### src/rtl/dtsf_pkg.sv
// ----------------------------------------------------------------------------
// dtsf_pkg
// Shared types, sizes and helpers for the depth temporal stability filter.
// ----------------------------------------------------------------------------
`default_nettype none

package dtsf_pkg;

  // Sizes of the pixel store and the sample words.
  localparam int PIXEL_COUNT   = 524288;
  localparam int MAX_SLOTS     = 16;
  localparam int DEPTH_BITS    = 16;
  localparam int ADDR_BITS     = $clog2(PIXEL_COUNT);
  localparam int SLOT_IDX_BITS = (MAX_SLOTS > 1) ? $clog2(MAX_SLOTS) : 1;
  localparam int CNT_BITS      = $clog2(MAX_SLOTS + 1);
  localparam int SUM_BITS      = 21;
  localparam int SQ_BITS       = 37;
  localparam int HELD_BITS     = 20;
  localparam int FRAC_BITS     = 4;
  localparam int ROW_BITS      = MAX_SLOTS * DEPTH_BITS;

  // Port field widths.
  localparam int SAMPLE_W = 16;
  localparam int PIXEL_W  = 19;
  localparam int CFG_IDX_W  = 4;
  localparam int CFG_DATA_W = 16;

  // Mean divider: (sum*32 + count) / (2*count).
  localparam int DIV_BITS  = SUM_BITS + 5;
  localparam int DVSR_BITS = CNT_BITS + 1;

  // Configuration register indexes.
  typedef enum logic [CFG_IDX_W-1:0] {
    REG_OFFSET_THRESHOLD = 4'd0,
    REG_WINDOW_SLOTS     = 4'd1,
    REG_FOLLOW_JUMPS     = 4'd2,
    REG_JUMP_LIMIT       = 4'd3,
    REG_VARIANCE_LIMIT   = 4'd4,
    REG_HYSTERESIS       = 4'd5,
    REG_EMPTY_MARKER     = 4'd6,
    REG_WARMUP_FRAMES    = 4'd7
  } reg_idx_t;

  typedef struct packed {
    logic [15:0] offset_threshold;
    logic [4:0]  window_slots;
    logic        follow_jumps;
    logic [15:0] jump_limit;
    logic [15:0] variance_limit;
    logic [15:0] hysteresis_sixteenths;
    logic [15:0] empty_marker;
    logic [15:0] warmup_frames;
  } cfg_t;

  // One pixel's record in the state memory.
  typedef struct packed {
    logic [MAX_SLOTS-1:0] valid;
    logic [CNT_BITS-1:0]  count;
    logic [SUM_BITS-1:0]  sum;
    logic [SQ_BITS-1:0]   sq;
    logic [HELD_BITS-1:0] held;
    logic                 held_set;
  } rec_t;

  typedef enum logic [2:0] {
    ST_CLEAR,
    ST_IDLE,
    ST_LOAD,
    ST_MIX,
    ST_SQUARE,
    ST_TEST,
    ST_DIVIDE,
    ST_FINISH
  } state_t;

  // Slots in use: zero acts as one, anything above the ring size as the ring size.
  function automatic logic [CNT_BITS-1:0] slots_in_use(input logic [4:0] w);
    logic [CNT_BITS-1:0] n;
    if (w == 5'd0) begin
      n = CNT_BITS'(1);
    end else if (32'(w) > MAX_SLOTS) begin
      n = CNT_BITS'(MAX_SLOTS);
    end else begin
      n = CNT_BITS'(w);
    end
    return n;
  endfunction

endpackage

`default_nettype wire

### src/rtl/dtsf_if.sv
// ----------------------------------------------------------------------------
// dtsf interfaces
// Valid/ready channels for samples, results and configuration writes.
// ----------------------------------------------------------------------------
`default_nettype none


interface dtsf_cfg_if;
  logic        valid;
  logic        ready;
  logic [3:0]  index;
  logic [15:0] data;

  modport source (output valid, index, data, input ready);
  modport sink   (input valid, index, data, output ready);
endinterface

`default_nettype wire

### src/rtl/dtsf_cfg_regs.sv
// ----------------------------------------------------------------------------
// dtsf_cfg_regs
// Configuration register file, written one word at a time.
// ----------------------------------------------------------------------------
`default_nettype none

module dtsf_cfg_regs (
  input  wire logic    clk,
  input  wire logic    rst,
  dtsf_cfg_if.sink     cfg,
  output dtsf_pkg::cfg_t regs
);
  import dtsf_pkg::*;

  // Writes are always taken.
  assign cfg.ready = 1'b1;

  // Register writes; an unknown index is ignored.
  always_ff @(posedge clk) begin
    if (rst) begin
      regs.offset_threshold      <= 16'd0;
      regs.window_slots          <= 5'd15;
      regs.follow_jumps          <= 1'b0;
      regs.jump_limit            <= 16'd10;
      regs.variance_limit        <= 16'd4;
      regs.hysteresis_sixteenths <= 16'd8;
      regs.empty_marker          <= 16'd4000;
      regs.warmup_frames         <= 16'd60;
    end else if (cfg.valid) begin
      case (cfg.index)
        REG_OFFSET_THRESHOLD: regs.offset_threshold      <= cfg.data;
        REG_WINDOW_SLOTS:     regs.window_slots          <= cfg.data[4:0];
        REG_FOLLOW_JUMPS:     regs.follow_jumps          <= cfg.data[0];
        REG_JUMP_LIMIT:       regs.jump_limit            <= cfg.data;
        REG_VARIANCE_LIMIT:   regs.variance_limit        <= cfg.data;
        REG_HYSTERESIS:       regs.hysteresis_sixteenths <= cfg.data;
        REG_EMPTY_MARKER:     regs.empty_marker          <= cfg.data;
        REG_WARMUP_FRAMES:    regs.warmup_frames         <= cfg.data;
        default: ;
      endcase
    end
  end

endmodule

`default_nettype wire

### src/flat_wrapper.sv
// flat-port wrapper written by rule: the top's interface ports become plain ports
module dtsf_cfg_regs_flat import dtsf_pkg::*;
  (clk, rst, regs, cfg_valid, cfg_index, cfg_data, cfg_ready);
  dtsf_cfg_if cfg_i ();
  input  wire logic clk;
  input  wire logic rst;
  output dtsf_pkg::cfg_t regs;
  input wire logic [$bits(cfg_i.valid)-1:0] cfg_valid;
  input wire logic [$bits(cfg_i.index)-1:0] cfg_index;
  input wire logic [$bits(cfg_i.data)-1:0] cfg_data;
  output wire logic [$bits(cfg_i.ready)-1:0] cfg_ready;
  assign cfg_i.valid = cfg_valid;
  assign cfg_i.index = cfg_index;
  assign cfg_i.data = cfg_data;
  assign cfg_ready = cfg_i.ready;
  dtsf_cfg_regs u_core (.clk(clk), .rst(rst), .cfg(cfg_i), .regs(regs));
endmodule
### config.mk
export PLATFORM = sky130hd
export DESIGN_NAME = dtsf_cfg_regs_flat
export DESIGN_NICKNAME = d
export VERILOG_FILES = /design/src/rtl/dtsf_pkg.sv /design/src/rtl/dtsf_if.sv /design/src/rtl/dtsf_cfg_regs.sv /design/src/flat_wrapper.sv
export SDC_FILE = /design/constraint.sdc
export NUM_CORES = 1
export LEC_CHECK = 0
export BUFFER_PORTS_ARGS = -buffer_cell sky130_fd_sc_hd__buf_2
export CORE_MARGIN = 4
export CORE_UTILIZATION = 57
export CTS_BUF_LIST = sky130_fd_sc_hd__clkbuf_8
export DETAILED_ROUTE_END_ITERATION = 8
export GPL_TIMING_DRIVEN = 0
export PLACE_DENSITY = 0.95
export SLEW_MARGIN = 5
export SYNTH_ARGS = -nofsm -noshare
export SYNTH_HDL_FRONTEND = slang
export SYNTH_SLANG_ARGS = --single-unit
### constraint.sdc
create_clock -name clk -period 3.5 [get_ports clk]
set_clock_uncertainty 0.05 [all_clocks]
set_input_delay 0.525 -clock clk [delete_from_list [all_inputs] [get_ports clk]]
set_output_delay 0.525 -clock clk [all_outputs]
set_load 0.01 [all_outputs]
# Word level (Yosys, flattened, before mapping)
# Index checks and enable logic that the tools add are counted.
# Widths: inputs -> output; s select.
[word_totals]
reg_bits = 102
input_bits = 23
out_inout_bits = 103
wordCells = 24
[op_classes]
eq_ne = 7
reduce_logical = 9
[op_table]
columns = ["operator", "count"]
rows = [
  ["$eq 4x3->1 const B", 4],
  ["$reduce_and 2->1", 8],
  ["$eq 4x2->1 const B", 2],
  ["$eq 4x1->1 const B", 1],
  ["$logic_not 4->1", 1],
]

# Longest topological paths before layout
[logic_depth]
word_depth = 2
mapped_depth = 5
depth_no_buf = 3

# Worst setup path after synthesis
# Ideal clock, no wire load.
[synth_timing]
path_kind = "input to register"
startpoint = "input cfg_index[3]"
endpoint = "register, netlist name u_core.regs[70]"
setup_time_ns = 0.072
arrival_ns = 1.370
t_required_ns = 3.378
path_slack_ns = 2.008
path_stages = 5
n_path_buf = 2
cell_sequence = "and2b_4 -> and2_1 -> buf_2 -> buf_6 -> mux2i_1"
[synth_between]
elab_chain_cells = 2
[synth_lines]
columns = ["element", "line_no", "rtl"]
rows = [
  ["start, declared", "flat_wrapper.sv:9", "input wire logic [$bits(cfg_i.index)-1:0] cfg_index;"],
  ["$eq 4x2->1", "dtsf_cfg_regs.sv:30", "case (cfg.index)"],
  ["$reduce_and 2->1 (no line)", "--", ""],
]
# No other way between the ends.
# A chain may end at the register's enable or synchronous reset.

# Worst setup path after layout
[layout_timing]
startpoint = "input cfg_index[2]"
endpoint = "register, netlist name u_core.regs[26]"
[layout_between]
elab_chain_cells = 2
[layout_lines]
columns = ["element", "line_no"]
rows = [
  ["$eq 4x3->1", "dtsf_cfg_regs.sv:30"],
  ["$reduce_and 2->1 (no line)", "--"],
]
# No other way between the ends.

==> impl_metrics.py <==
metrics = {
    "global_routing": {
        "grt_max_degree": 16,
        "grt_first_pass_wirelength_mm": 16.4,
        "overflow": 0,
        "grt_usage_pct": 25.0,
        "grt_pass1_vias": 3181,
        "antenna_found_initial": 0,
    },
    "timing": {
        "timing.hold.ws_ns": 0.391,
        "finalSetupTns_ns": 0,
        "worstMarginPinSlew_ns": 0.674,
        "slew_headroom_pct": 54.8,
        "fmax_ghz": 0.668,
        "maxSlewViolCount": 0,
        "setup_viol": 0,
        "rsz0062_at_grt": "false",
        "final-hold-violation-count": 0,
        "fin_crit_sh_pct": 42.8,
        "final.min_clock_period_ns": 1.50,
        "setup_ws_ns": 2.00,
    },
    "cells_and_area": {
        "top_register": "u_core.regs",
        "final_nets": 546,
        "antenna_cells": 0,
        "filler_cell_count": 524,
        "largest_reg_flops": 102,
        "final_common_cell": "buf_2",
        "top_regs": "u_core.regs: 102 flops",
        "area_growth_pct": 22.8,
        "drive_above_1_share_pct": 29.6,
        "most-common-layout-cells": "buf_2, dfxtp_1, nand2b_1, mux2i_1, nor2_1",
    },
    "routing": {
        "wire_per_inst_um": 16.9,
        "post-route-drc-count": 0,
        "drt_wl_total_mm": 10.5,
        "ant_nets": 0,
        "firstDrtPassIters": 4,
        "drt_iter0_markers": 229,
        "viasPerCell": 5.22,
        "num_vias": 3254,
    },
    "synth": {
        "yosys.cell_types.count": 22,
        "synth_ff_type": "dfxtp_1",
        "yosysTopAreaCell": "dfxtp_1",
        "synth-seq-cells": 102,
        "synth_area_um2": 4050,
        "synth-simple-area-share_pct": 21.1,
        "synth_fa_ha_area_share_pct": 0,
        "synth_area_leaders": "dfxtp_1, mux2i_1, nand2b_1",
        "synth_edf_count": 0,
        "synth_compound_gate_area_share_pct": 2.97,
        "ys_warn_count": 0,
        "synthArstFlopShare_pct": 0,
        "syn_inst": 389,
        "syn_nets": 412,
        "synth_xor_area_share_pct": 0,
        "muxShareOfSynthArea_pct": 22.2,
        "synth_top_family_by_area": "multiplexers",
        "synth-seq-area-share_pct": 50.4,
        "synth_top_area_share_pct": 50.4,
        "post_synth.cell_area_avg_um2": 10.4,
    },
    "critical_path": {
        "critical_path_class": "input port to flip-flop",
        "worstPathCellList": "buf_2 -> nand3_1 -> nor3_2 -> mux2i_1",
        "worstPathRequired_ns": 3.73,
        "crit_fanout": 7,
        "crit_path_start": "cfg_index[2]",
        "r2r-start": "u_core.regs[6]",
        "cpMaxStageDelayCell": "nor3_2",
        "slowest_delay_ns": 0.58,
        "arrival_ns": 1.73,
        "critical_path.endpoint_type": "flip-flop",
        "start_kind": "input port",
    },
    "cts": {
        "cts_setup_buffers": 0,
        "htreeDepth": 3,
        "clk_pin_slew_ns": 0.09,
        "cts_buffer_depth": 2,
        "hold_buffers": 0,
        "cts_made_buffers": 9,
        "clock_latency_ns": 0.35,
        "postCtsResizedCells": 0,
        "cts_root_buf": "clkbuf_8",
        "cts.sinks": 102,
        "tritoncts": "done",
    },
    "power": {
        "total_power_mw": 2.05,
        "leakagePower_nw": 2.55,
        "ir_drop_mv": 0.314,
        "power_density_nw_per_um2": 413,
    },
    "min_path": {
        "hp-start": "cfg_data[0]",
        "hold_class": "input port to flip-flop",
    },
    "placed_design": {
        "dp_hpwl_mm": 7.90,
        "port_buffers": 123,
        "pre_cts_slack_ns": 1.64,
        "globalplace.congestion": 0.795,
    },
    "floorplan": {
        "dieHeight_um": 92.3,
        "start_util_pct": 59.3,
        "core_area_um2": 6830,
        "dieArea_um2": 8520,
        "die_width_um": 92.3,
        "num_rows": 30,
        "io_pins": 126,
    },
    "job": {
        "drv_cap": 0,
    },
    "outcome": {
        "status": "complete, no violations",
    },
}
-- layout make-up --
| type | count | area, um^2 | area share (%) |
|---|---|---|---|
| sequential | 102 | 2040 | 41.0 |
| tap | 96 | 120 | 2.41 |
| multi-input combinational | 262 | 1880 | 37.8 |
| clock buffer | 10 | 138 | 2.77 |
| buffer | 25 | 129 | 2.59 |
| clock inverter | 5 | 51.3 | 1.03 |
| timing repair buffer | 123 | 616 | 12.4 |
-- metal layers --
metal	track usage, %	vias up	wire [um]
li1	-	1541	-
met1	32.3	1555	4460
met2	41.2	141	4990
met3	6.09	17	872
met4	8.54	0	184
met5	0	-	0
-- critical path, delay by kind of cell --
kind,cells,cell delay [ns]
buffers and inverters,1,0.11
multiplexers,1,0.28
AND/OR/NAND/NOR,2,0.80
-- power breakdown --
part           internal (mW)  switching, mW  leakage, nW
clock                  0.341          0.378       0.0993
sequential              1.17        0.00809        0.824
combinational         0.0615         0.0905         1.62
total                   1.58          0.476         2.55
-- final timing paths --
check	slack, ns	endpoint	cells after the start
hold / removal	0.39	u_core.regs[81]	3
setup / recovery	2.00	u_core.regs[26]	4
setup reg to reg	2.70	u_core.regs[6]	3
hold reg to reg	0.43	u_core.regs[19]	2
-- logic make-up (layout without fill, tap and decap cells) --
kind of cell / Yosys count / in the layout
and+or+nand+nor: 147 / 147
muxes: 90 / 90
other: 1 / 1
buffers and inverters: 25 / 163
AOI/OAI and AO/OA: 24 / 24
DFF: 102 / 102
-- cells in the mapped netlist (all sizes together), types with 2 or more instances --
master / n
nand2: 6
buf: 12
mux2i: 90
dfxtp: 102
clkbuf: 13
o21ai: 24
nor2b: 12
nor2: 31
nand2b: 90
and3b: 2
-- metrics by stage --
step                      std cells  utilization (%)  area [um^2]
final                           623             72.8         4970
after global routing            623             72.8         4970
after CTS                       623             72.8         4970
after detailed placement        608             70.1         4790
after global placement          608             70.1         4790
after floorplan                 389                -         4050
Power figures use the tool's default switching activity.
